`config.mk`:
```
export PLATFORM = sky130hd
export DESIGN_NAME = descending_sorted_insert_table_flat
export DESIGN_NICKNAME = d
export VERILOG_FILES = /design/src/design/dsit_pkg.sv /design/src/design/dsit_if.sv /design/src/design/descending_sorted_insert_table.sv /design/src/design/dsit_mem.sv /design/src/flat_wrapper.sv
export SDC_FILE = /design/constraint.sdc
export NUM_CORES = 2
export LEC_CHECK = 0
export BUFFER_PORTS_ARGS = -buffer_cell sky130_fd_sc_hd__buf_2
export CAP_MARGIN = 20
export CORE_MARGIN = 2
export CORE_UTILIZATION = 35
export DETAILED_ROUTE_END_ITERATION = 16
export GPL_TIMING_DRIVEN = 0
export MAX_ROUTING_LAYER = met4
export PLACE_DENSITY = 0.57
export SLEW_MARGIN = 40
export SYNTH_ARGS = -nofsm -noshare
export SYNTH_HDL_FRONTEND = slang
export SYNTH_SLANG_ARGS = --single-unit
```
`constraint.sdc`:
```
create_clock -name clk -period 16.3 [get_ports clk]
set_clock_uncertainty 0.1 [all_clocks]
set_input_delay 1.63 -clock clk [delete_from_list [all_inputs] [get_ports clk]]
set_output_delay 1.63 -clock clk [all_outputs]
set_load 0.02 [all_outputs]
```
`src/design/dsit_pkg.sv`:
```
// ----------------------------------------------------------------------------
// dsit_pkg
// shared types and codes for the descending sorted insert table
// ----------------------------------------------------------------------------
package dsit_pkg;

  localparam int KIND_W   = 2;
  localparam int SCORE_W  = 32;
  localparam int LINES_W  = 16;
  localparam int LEVEL_W  = 16;
  localparam int RIDX_W   = 4;
  localparam int STATUS_W = 2;
  localparam int POS_W    = 4;
  localparam int COUNT_W  = 5;

  // operation codes
  localparam logic [KIND_W-1:0] OP_ADD    = 2'd0;
  localparam logic [KIND_W-1:0] OP_APPEND = 2'd1;
  localparam logic [KIND_W-1:0] OP_CLEAR  = 2'd2;
  localparam logic [KIND_W-1:0] OP_READ   = 2'd3;

  // status codes
  localparam logic [STATUS_W-1:0] ST_DONE = 2'd0;
  localparam logic [STATUS_W-1:0] ST_DUP  = 2'd1;
  localparam logic [STATUS_W-1:0] ST_FULL = 2'd2;
  localparam logic [STATUS_W-1:0] ST_MISS = 2'd3;

  // score in the top bits, so a plain unsigned compare ranks records
  typedef struct packed {
    logic [SCORE_W-1:0] score;
    logic [LINES_W-1:0] lines;
    logic [LEVEL_W-1:0] level;
  } rec_t;

endpackage

```
`src/design/dsit_if.sv`:
```
// ----------------------------------------------------------------------------
// dsit_if
// request and response channels of the descending sorted insert table
// ----------------------------------------------------------------------------
interface dsit_req_if;
  import dsit_pkg::*;

  logic               valid;
  logic               ready;
  logic [KIND_W-1:0]  kind;
  logic [SCORE_W-1:0] score_in;
  logic [LINES_W-1:0] lines_in;
  logic [LEVEL_W-1:0] level_in;
  logic [RIDX_W-1:0]  read_index;

  modport source (output valid, kind, score_in, lines_in, level_in, read_index,
                  input ready);
  modport sink   (input valid, kind, score_in, lines_in, level_in, read_index,
                  output ready);
endinterface

interface dsit_rsp_if;
  import dsit_pkg::*;

  logic                valid;
  logic                ready;
  logic [STATUS_W-1:0] status;
  logic [POS_W-1:0]    position;
  logic [SCORE_W-1:0]  score_out;
  logic [LINES_W-1:0]  lines_out;
  logic [LEVEL_W-1:0]  level_out;
  logic [COUNT_W-1:0]  entry_count;

  modport source (output valid, status, position, score_out, lines_out, level_out,
                  entry_count, input ready);
  modport sink   (input valid, status, position, score_out, lines_out, level_out,
                  entry_count, output ready);
endinterface

```
`src/design/descending_sorted_insert_table.sv`:
```
// ----------------------------------------------------------------------------
// descending_sorted_insert_table
// bounded record table kept in descending order of score, lines, level
// ----------------------------------------------------------------------------
// usage
//   req carries one request: kind selects sorted add, append, clear or read;
//   score_in, lines_in and level_in give the record, read_index the entry.
//   rsp returns exactly one response per request: status, position, the
//   record read (zero for other kinds) and the entry count after the request.
//   both channels use valid/ready; a transfer happens when both are high.
// operation
//   one request is in flight at a time; req.ready is high while idle.
//   clear, append and full rejects go from decode straight to emit; a read
//   first waits for the registered read data. a sorted add walks the table
//   and reads one entry per cycle through the single read port (scan down
//   to the insert point, then shift the tail up one slot); a duplicate ends
//   the scan at its entry. the next request is taken once back in idle.
// reset
//   rst clears the entry count and control state and holds req.ready low;
//   record contents are kept, entries beyond the count are never returned.
// stalls
//   the response sits in an output register until rsp.ready; a new request
//   may be accepted and worked meanwhile, and waits for the register to free.
// ----------------------------------------------------------------------------
module descending_sorted_insert_table #(
  parameter int TABLE_DEPTH = 16
) (
  input logic   clk,
  input logic   rst,
  dsit_req_if.sink   req,
  dsit_rsp_if.source rsp
);
  import dsit_pkg::*;

  localparam int IW   = (TABLE_DEPTH > 1) ? $clog2(TABLE_DEPTH) : 1;
  localparam int CW   = $clog2(TABLE_DEPTH + 1);
  localparam int CMPW = (CW > RIDX_W) ? CW : RIDX_W;

  localparam logic [2:0] S_IDLE   = 3'd0;
  localparam logic [2:0] S_DECODE = 3'd1;
  localparam logic [2:0] S_SCAN   = 3'd2;
  localparam logic [2:0] S_SHIFT  = 3'd3;
  localparam logic [2:0] S_WRNEW  = 3'd4;
  localparam logic [2:0] S_RDWAIT = 3'd5;
  localparam logic [2:0] S_EMIT   = 3'd6;

  logic [2:0]        state;
  logic [CW-1:0]     occupied;

  // latched request
  logic [KIND_W-1:0] req_kind;
  rec_t              req_rec;
  logic [RIDX_W-1:0] req_ridx;

  // walk pointers
  logic [IW-1:0]     scan_p;
  logic [IW-1:0]     shift_k;

  // pending response
  logic [STATUS_W-1:0] res_status;
  logic [POS_W-1:0]    res_pos;
  rec_t                res_rec;

  // output register
  logic                out_valid;
  logic [STATUS_W-1:0] out_status;
  logic [POS_W-1:0]    out_pos;
  rec_t                out_rec;
  logic [COUNT_W-1:0]  out_count;

  // memory port
  logic          rd_en;
  logic [IW-1:0] rd_addr;
  rec_t          rd_data;
  logic          wr_en;
  logic [IW-1:0] wr_addr;
  rec_t          wr_data;

  logic          full;
  logic          empty;
  logic          read_hit;
  logic          rank_gt;
  logic          rank_eq;
  logic          scan_last;
  logic [IW-1:0] occ_idx;
  logic [IW-1:0] occ_last;
  logic [IW-1:0] k_minus1;

  assign full      = (occupied == CW'(TABLE_DEPTH));
  assign empty     = (occupied == '0);
  assign read_hit  = (CMPW'(req_ridx) < CMPW'(occupied)) &&
                     (CMPW'(req_ridx) < CMPW'(TABLE_DEPTH));
  // stored entry against new record: above, equal or below
  assign rank_gt   = (rd_data > req_rec);
  assign rank_eq   = (rd_data == req_rec);
  assign scan_last = ((CW'(scan_p) + CW'(1)) == occupied);
  assign occ_idx   = IW'(occupied);
  assign occ_last  = IW'(occupied - CW'(1));
  assign k_minus1  = shift_k - IW'(1);

  dsit_mem #(
    .DEPTH  (TABLE_DEPTH),
    .ADDR_W (IW)
  ) u_mem (
    .clk     (clk),
    .rd_en   (rd_en),
    .rd_addr (rd_addr),
    .rd_data (rd_data),
    .wr_en   (wr_en),
    .wr_addr (wr_addr),
    .wr_data (wr_data)
  );

  // memory accesses per state
  always_comb begin
    rd_en   = 1'b0;
    rd_addr = '0;
    wr_en   = 1'b0;
    wr_addr = '0;
    wr_data = req_rec;
    case (state)
      S_DECODE: begin
        case (req_kind)
          OP_APPEND: begin
            wr_en   = !full;
            wr_addr = occ_idx;
          end
          OP_READ: begin
            rd_en   = read_hit;
            rd_addr = IW'(req_ridx);
          end
          OP_CLEAR: begin
            rd_en = 1'b0;
          end
          default: begin
            // sorted add: empty table takes slot 0, else start the walk
            wr_en   = !full && empty;
            rd_en   = !full && !empty;
          end
        endcase
      end
      S_SCAN: begin
        if (rank_gt) begin
          if (scan_last) begin
            wr_en   = 1'b1;
            wr_addr = occ_idx;
          end else begin
            rd_en   = 1'b1;
            rd_addr = scan_p + IW'(1);
          end
        end else if (!rank_eq) begin
          rd_en   = 1'b1;
          rd_addr = occ_last;
        end
      end
      S_SHIFT: begin
        // move entry k-1 up to k, fetch the next one down
        wr_en   = 1'b1;
        wr_addr = shift_k;
        wr_data = rd_data;
        if (k_minus1 != scan_p) begin
          rd_en   = 1'b1;
          rd_addr = k_minus1 - IW'(1);
        end
      end
      S_WRNEW: begin
        wr_en   = 1'b1;
        wr_addr = scan_p;
      end
      default: begin
        rd_en = 1'b0;
      end
    endcase
  end

  always_ff @(posedge clk) begin
    if (rst) begin
      state     <= S_IDLE;
      occupied  <= '0;
      out_valid <= 1'b0;
    end else begin
      // the emit state reloads the register itself
      if (out_valid && rsp.ready && state != S_EMIT) begin
        out_valid <= 1'b0;
      end
      case (state)
        S_IDLE: begin
          if (req.valid) begin
            req_kind      <= req.kind;
            req_rec.score <= req.score_in;
            req_rec.lines <= req.lines_in;
            req_rec.level <= req.level_in;
            req_ridx      <= req.read_index;
            state         <= S_DECODE;
          end
        end
        S_DECODE: begin
          res_rec <= '0;
          case (req_kind)
            OP_CLEAR: begin
              occupied   <= '0;
              res_status <= ST_DONE;
              res_pos    <= '0;
              state      <= S_EMIT;
            end
            OP_APPEND: begin
              state <= S_EMIT;
              if (full) begin
                res_status <= ST_FULL;
                res_pos    <= '0;
              end else begin
                res_status <= ST_DONE;
                res_pos    <= POS_W'(occupied);
                occupied   <= occupied + CW'(1);
              end
            end
            OP_READ: begin
              res_pos <= req_ridx;
              if (read_hit) begin
                res_status <= ST_DONE;
                state      <= S_RDWAIT;
              end else begin
                res_status <= ST_MISS;
                state      <= S_EMIT;
              end
            end
            default: begin
              res_pos <= '0;
              if (full) begin
                res_status <= ST_FULL;
                state      <= S_EMIT;
              end else if (empty) begin
                res_status <= ST_DONE;
                occupied   <= CW'(1);
                state      <= S_EMIT;
              end else begin
                res_status <= ST_DONE;
                scan_p     <= '0;
                state      <= S_SCAN;
              end
            end
          endcase
        end
        S_SCAN: begin
          if (rank_gt) begin
            if (scan_last) begin
              // lands after every stored entry
              res_pos  <= POS_W'(occupied);
              occupied <= occupied + CW'(1);
              state    <= S_EMIT;
            end else begin
              scan_p <= scan_p + IW'(1);
            end
          end else if (rank_eq) begin
            res_status <= ST_DUP;
            state      <= S_EMIT;
          end else begin
            shift_k <= occ_idx;
            state   <= S_SHIFT;
          end
        end
        S_SHIFT: begin
          if (k_minus1 == scan_p) begin
            state <= S_WRNEW;
          end else begin
            shift_k <= k_minus1;
          end
        end
        S_WRNEW: begin
          res_pos  <= POS_W'(scan_p);
          occupied <= occupied + CW'(1);
          state    <= S_EMIT;
        end
        S_RDWAIT: begin
          res_rec <= rd_data;
          state   <= S_EMIT;
        end
        S_EMIT: begin
          // hand over once the output register is free
          if (!out_valid || rsp.ready) begin
            out_valid  <= 1'b1;
            out_status <= res_status;
            out_pos    <= res_pos;
            out_rec    <= res_rec;
            out_count  <= COUNT_W'(occupied);
            state      <= S_IDLE;
          end
        end
        default: begin
          state <= S_IDLE;
        end
      endcase
    end
  end

  assign req.ready       = (state == S_IDLE) && !rst;
  assign rsp.valid       = out_valid;
  assign rsp.status      = out_status;
  assign rsp.position    = out_pos;
  assign rsp.score_out   = out_rec.score;
  assign rsp.lines_out   = out_rec.lines;
  assign rsp.level_out   = out_rec.level;
  assign rsp.entry_count = out_count;

  // no read and write of the same slot in one cycle
  a_no_rw_overlap: assert property (@(posedge clk) disable iff (rst)
    (rd_en && wr_en) |-> (rd_addr != wr_addr))
    else $error("read and write hit the same slot");

  // count never passes the table size
  a_count_bound: assert property (@(posedge clk) disable iff (rst)
    CMPW'(occupied) <= CMPW'(TABLE_DEPTH))
    else $error("entry count beyond table size");

  // the shift pointer stays above the insert point
  a_shift_order: assert property (@(posedge clk) disable iff (rst)
    (state == S_SHIFT) |-> (shift_k > scan_p))
    else $error("shift pointer at or below insert point");

  // an accepted request is decoded on the next cycle
  a_accept_decode: assert property (@(posedge clk) disable iff (rst)
    (req.valid && req.ready) |=> (state == S_DECODE))
    else $error("accepted request not decoded");

endmodule

```
`src/design/dsit_mem.sv`:
```
// ----------------------------------------------------------------------------
// dsit_mem
// record store, one write port and one read port with registered read data
// ----------------------------------------------------------------------------
module dsit_mem #(
  parameter int DEPTH  = 16,
  parameter int ADDR_W = 4
) (
  input  logic              clk,
  input  logic              rd_en,
  input  logic [ADDR_W-1:0] rd_addr,
  output dsit_pkg::rec_t    rd_data,
  input  logic              wr_en,
  input  logic [ADDR_W-1:0] wr_addr,
  input  dsit_pkg::rec_t    wr_data
);
  import dsit_pkg::*;

  rec_t mem [DEPTH];

  always_ff @(posedge clk) begin
    if (wr_en) begin
      mem[wr_addr] <= wr_data;
    end
  end

  always_ff @(posedge clk) begin
    if (rd_en) begin
      rd_data <= mem[rd_addr];
    end
  end

endmodule
```
`src/flat_wrapper.sv`:
```
// flat-port wrapper written by rule: the top's interface ports become plain ports
module descending_sorted_insert_table_flat import dsit_pkg::*;
#(
  parameter int TABLE_DEPTH = 16
)
  (clk, rst, req_valid, req_kind, req_score_in, req_lines_in, req_level_in, req_read_index, req_ready, rsp_valid, rsp_status, rsp_position, rsp_score_out, rsp_lines_out, rsp_level_out, rsp_entry_count, rsp_ready);
  dsit_req_if req_i ();
  dsit_rsp_if rsp_i ();
  input logic clk;
  input logic rst;
  input wire logic [$bits(req_i.valid)-1:0] req_valid;
  input wire logic [$bits(req_i.kind)-1:0] req_kind;
  input wire logic [$bits(req_i.score_in)-1:0] req_score_in;
  input wire logic [$bits(req_i.lines_in)-1:0] req_lines_in;
  input wire logic [$bits(req_i.level_in)-1:0] req_level_in;
  input wire logic [$bits(req_i.read_index)-1:0] req_read_index;
  output wire logic [$bits(req_i.ready)-1:0] req_ready;
  output wire logic [$bits(rsp_i.valid)-1:0] rsp_valid;
  output wire logic [$bits(rsp_i.status)-1:0] rsp_status;
  output wire logic [$bits(rsp_i.position)-1:0] rsp_position;
  output wire logic [$bits(rsp_i.score_out)-1:0] rsp_score_out;
  output wire logic [$bits(rsp_i.lines_out)-1:0] rsp_lines_out;
  output wire logic [$bits(rsp_i.level_out)-1:0] rsp_level_out;
  output wire logic [$bits(rsp_i.entry_count)-1:0] rsp_entry_count;
  input wire logic [$bits(rsp_i.ready)-1:0] rsp_ready;
  assign req_i.valid = req_valid;
  assign req_i.kind = req_kind;
  assign req_i.score_in = req_score_in;
  assign req_i.lines_in = req_lines_in;
  assign req_i.level_in = req_level_in;
  assign req_i.read_index = req_read_index;
  assign req_ready = req_i.ready;
  assign rsp_valid = rsp_i.valid;
  assign rsp_status = rsp_i.status;
  assign rsp_position = rsp_i.position;
  assign rsp_score_out = rsp_i.score_out;
  assign rsp_lines_out = rsp_i.lines_out;
  assign rsp_level_out = rsp_i.level_out;
  assign rsp_entry_count = rsp_i.entry_count;
  assign rsp_i.ready = rsp_ready;
  descending_sorted_insert_table #(.TABLE_DEPTH(TABLE_DEPTH)) u_core (.clk(clk), .rst(rst), .req(req_i), .rsp(rsp_i));
endmodule
```
After elaboration in Yosys (flattened, before gate mapping) --
Memory sizes are Yosys's and may differ from the RTL's. A register that Yosys moved wholly into a read port is not among the register bits. Cells that the tools add are included.
Word-level totals: latch bits 0, word-level logic and storage cells 160, bits of input ports 74, memories 1, memory bits (writable) 1024, bits in read-only memories 0, bits in registers 232
Cells by class: order comparisons 2, reduce and logical (&&, ||, !) cells 30, shift-type cells 0, muxes and demuxes 66, div/mod/pow operators 0, $add $sub $neg 6, eq/ne operators 33, $mul 0, bitwise gates (word level) 1
Memory list:
- u_core.u_mem.mem | depth 16, bits a word 64, read ports 1, clocked after memory_dff 1, write ports 1, line dsit_mem.sv:19 | rec_t mem [DEPTH];
Operators by type and width (count):
- one-hot mux 64 bit (2 select lines) | 1
- two-way mux 4 bit | 19
- == test 64 bit | 1
- > comparator 64 bit | 1
- two-way mux 64 bit | 1
- one-hot mux 5 bit (3 select lines) | 2
- two-way mux 5 bit | 5
- two-way mux 3 bit | 8
- one-hot mux 4 bit (2 select lines) | 3
- one-hot mux 4 bit (3 select lines) | 2
- inequality test 2 bit (second input constant) | 9
- one-hot mux 3 bit (6 select lines) | 1
- one-hot mux 4 bit (4 select lines) | 1
- AND reduction 7 bit | 2
- inequality test 3 bit (second input constant) | 4
- AND reduction 4 bit | 3
- subtractor 4 x 1 -> 4 bit (second input constant) | 3
- two-way mux 1 bit | 11
- two-way mux 2 bit | 5
- inequality test 2 x 1 -> 1 bit (second input constant) | 5
- == test 3 bit (second input constant) | 3
- one-hot mux 2 bit (2 select lines) | 2
- OR reduction 2 bit | 4
- == test 3 x 2 -> 1 bit (second input constant) | 2
- 27 further kinds | 40

Logic depth before layout (Yosys ltp) --
depth after elaboration 7, depth in mapped cells 17, depth with buffers taken out 13

Modules after synthesis --
From an unflattened synthesis, not the netlist that was laid out.
Unflattened totals: cell total of the unflattened synthesis 2565, area, all modules 51291.7 um^2
Modules (own cells, without submodules):
- dsit_mem | cells each 1647, times used 1, sequential area each 32671.3 um^2, area an instance 40196.1 um^2
- descending_sorted_insert_table | cells each 918, times used 1, sequential area each 6876.6 um^2, area an instance 11095.6 um^2

Worst setup path before layout --
Ideal clock, no wire load.
path kind input -> register, from input port rst, to register u_core.out_count[0] (netlist: u_core.rsp.entry_count[0]) (enable), required time 15.600 ns, stages 2, path slack 8.688 ns, data arrival time 6.912 ns, path through buf_1 > nor3_1
Between the ends: word-level cells in the longest chain between the ends 2
RTL lines:
- start, declared | line flat_wrapper.sv:10 | input logic rst;
- inverter 1 bit (no source line)
- AND reduction 3 bit (no source line)
- end signal, assigned | line descending_sorted_insert_table.sv:285 | out_count <= COUNT_W'(occupied);
- end, declared | line descending_sorted_insert_table.sv:69 | logic [COUNT_W-1:0] out_count;
No other way between the ends. A chain may end at the register's enable or synchronous reset.

Worst setup path in the final report --
from register u_core.req_rec[37] (netlist name), to register, netlist name u_core.u_mem.rd_data[27]
Between the ends: word-level cells in the longest chain between the ends 4, elaborated cells on any way between the ends 8, classes of those cells order compare: 1; eq/ne: 1; mux: 6
RTL lines:
- start, declared | line descending_sorted_insert_table.sv:52 | rec_t req_rec;
- parallel branches: the longest is 4 deep, another holds > comparator 64 bit
Parallel ways; which one is timed is not known.

==> summary.md <==
| Metric | Value |
|---|---|
| Status | complete, no violations |
| CTS tree | yes |
| Worst EP required | 16.62 ns |
| Post-synth top area share | 0.749 |
| CP startpoint | u_core.req_rec[37] |
| Startpoint types | flop |
| Synth area leaders | edfxtp_1, nand2_1, nand3_1, mux2i_1, ha_1 |
| Worst hold endpoint | u_core.rsp.lines_out[5] |
| Post-synth top area cell | edfxtp_1 |
| Setup Viol. Count Final | 0 |
| Total power | 11.1 mW |
| # hold bufs at CTS | 0 |
| Clock tree buffer depth | 3 |
| Starting Density | 0.352 |
| Root buffer cell | clkbuf_16 |
| Dpl cell area | 58500 sq um |
| Largest delay contributor family on the critical path | simple AND/OR/NAND/NOR gates |
| Grt ovf | 0 |
| Nets | 4287 |
| Critical Path AT | 6.42 ns |
| Setup_tns | 0 ns |
| Most common cell in the synthesized netlist | edfxtp_1 |
| Largest net degree at the start of global routing | 33 |
| Reg-to-reg slack, setup | 10.20 ns |
| Num CTS Buffers | 141 |
| Routed length on met2 | 72300 um |
| Ys flop type | edfxtp_1 |
| Core Area | 149000 sq um |
| Die X | 392 um |
| Vias/cell | 5.27 |
| Hpwl dp | 109000 um |
| Htree depth | 4 |
| Ordered cell list for the critical path | inv_1 -> ha_1 -> nand4_1 -> nor3_1 -> a221oi_1 -> nor2_1 -> a211oi_2 -> nand2_1 -> mux2i_1 -> and2_1 -> buf_2 -> buf_2 -> clkbuf_1 -> nand3_1 -> a32oi_1 -> nand3_1 |
| Final Wtd Congestion | 0.858 |
| Post-Syn Area per Cell | 14.2 sq um |
| Sink Count | 1320 |
| Number of global-route vias before repair | 31600 |
| PortBufs | 149 |
| Initial antenna violation count | 5 |
| YS warnings | 0 |
| Residual DRC count | 0 |
| Total vias in the final route | 33000 |
| Worst min path class | flop to flop |
| RR Startpoint | u_core.req_rec[37] |
| Drt first-iter violations | 4007 |
| Final min period | 6.10 ns |
| Critical path class | flop to flop |
| Max FO, Critical Path | 10 |
| Cells after synthesis | 3701 |
| I/O Pins | 151 |
| Clock transition at the registers of the reported paths | 0.06 ns |
| Highest routing layer actually used | met4 |
| Final non-filler cell total | 6254 |
| WL final | 155000 um |
| Overall Global Routing Usage | 0.207 |
| Period utilization | 0.374 |
| Share of cells above drive strength 1 | 0.157 |
| Post-CTS setup buffers | 0 |
| Critical path endpoint category | flop |
| Worst vdd ir | 88.4 uV |
| Cell variety after synth | 59 |
| Slew @ Worst Pin | 0.853 ns |
| Final Cell Area | 62800 sq um |
| Post_cts resized | 0 |
| Async S/R FF share, synth | 0 |
| First-pass GRT wire length | 223000 um |
| Reg-to-reg endpoint | u_core.u_mem.rd_data[27] |
| Worst Hold Depth | 0 |
| PwrDens | 176 nW/um^2 |
| Fmax | 164 MHz |
| Antenna Nets Post-Route | 0 |
| Post-Syn Nets | 3852 |
| Crit path largest cell delay | 0.64 ns |
| Max_cap viols | 0 |
| Endpoints failing hold | 0 |
| Setup repair after global routing missed its margin | false |
| Die height | 392 um |
| Worst skew pair latency | 0.77 ns |
| Placed instance count | 6008 |
| Layout area overhead | 19.4% |
| Worst Min Path Start | u_core.res_rec[21] |
| CP max-delay cell | a221oi_1 |
| WP buf/inv | 4 |
| Final Max Slew Viols | 0 |
| Seq cells post-synth | 1320 |
| WL/cell | 24.8 um |
| Slew HR | 0.425 |
| Final core occ | 0.420 |
| Synth cell count leaders | edfxtp_1, nand2_1, nand3_1 |
| Die area | 153000 sq um |
| R2r worst-path depth | 16 |
| Seq/Total Area, Yosys | 0.752 |
| Mapped Area | 52600 sq um |
| Routed wl met3 | 12800 um |
| DRT met1 WL | 65300 um |
| Leak | 21.2 nW |
| Cell row count | 142 |
| Number of synthesized flops with an enable pin | 1311 |
| 1st-pass router iterations | 6 |
==> sequential cells by signal (all words and copies together) (netlist names), 5 cells and up <==
signal / count
u_core.u_mem.rd_data: 64
u_core.rsp.score_out: 32
u_core.rsp.entry_count: 5
u_core.occupied: 5
u_core.rsp.level_out: 16
u_core.res_rec: 64
u_core.u_mem.mem: 1024
u_core.req_rec: 64
u_core.rsp.lines_out: 16
==> worst max path at each step <==
stage / to / slack [ns] / cells past startpoint
floorplan: u_core.rsp.entry_count[0] / 8.69 / 2
global placement: u_core.rsp.score_out[16] / 4.47 / 2
detailed placement: u_core.u_mem.rd_data[27] / 10.17 / 15
CTS: u_core.u_mem.rd_data[27] / 10.15 / 15
global route: u_core.u_mem.rd_data[27] / 10.01 / 15
finish: u_core.u_mem.rd_data[27] / 10.20 / 16
==> through the flow <==
step	setup WS, ns	hold slack (ns)
floorplan	8.69	0.300
global placement	4.47	0.302
detailed placement	10.17	0.305
CTS	10.15	0.301
global route	10.01	0.314
finish	10.20	0.306
==> layout by cell type, fill, tap and decap left out, types with 66 or more instances in the layout <==
cell type	n
clkbuf_1	147
ha_1	77
edfxtp_1	1311
clkbuf_16	147
mux2i_1	101
nand2_1	882
nand3_1	315
and2_1	66
buf_2	219
a21oi_1	121
inv_1	76
==> metal layers <==
layer	track usage	vias to the layer above
met5	-	-
met4	0.0672	0
met3	0.0351	249
met2	0.322	1466
met1	0.275	16400
li1	-	14800
==> logic make-up (layout without fill, tap and decap cells) <==
logic type                 after synthesis  after routing  synth area share
muxes                                  101            101            0.0192
DFF                                   1320           1320             0.752
AOI/OAI and AO/OA                      502            502            0.0688
other                                    0              3                 0
xor gates and xnor gates                16             16           0.00267
and+or+nand+nor                       1388           1388             0.113
adders and majority gates               77             77            0.0183
buffers and inverters                  297            831            0.0254
==> worst register-to-register path: stages, from the launching register on <==
cell and delay, ns:
edfxtp_1 0.35, inv_1 0.29, ha_1 0.32, nand4_1 0.24, nor3_1 0.14, a221oi_1 0.64, nor2_1 0.37, a211oi_2 0.50
nand2_1 0.18, mux2i_1 0.24, and2_1 0.29, buf_2 0.35, buf_2 0.40, clkbuf_1 0.53, nand3_1 0.15, a32oi_1 0.38
nand3_1 0.30
==> layout make-up <==
class,instances,area (sq um)
Antenna cell,3,7.51
Tap cell,2016,2520
Fill cell,13500,86600
Clock inverter,52,362
Sequential cell,1320,39500
Inverter,77,289
Timing Repair Buffer,292,2980
Clock buffer,190,3850
Multi-Input combinational cell,2084,12200
Buffer,220,1060
==> where the power goes <==
| part | switching (mW) | leakage, nW | internal (mW) |
|---|---|---|---|
| sequential | 0.133 | 11.9 | 4.28 |
| combinational | 2.54 | 7.18 | 1.13 |
| clock | 1.29 | 2.04 | 1.70 |
| total | 3.96 | 21.2 | 7.11 |
No activity file was read; power rests on OpenSTA's default activity.
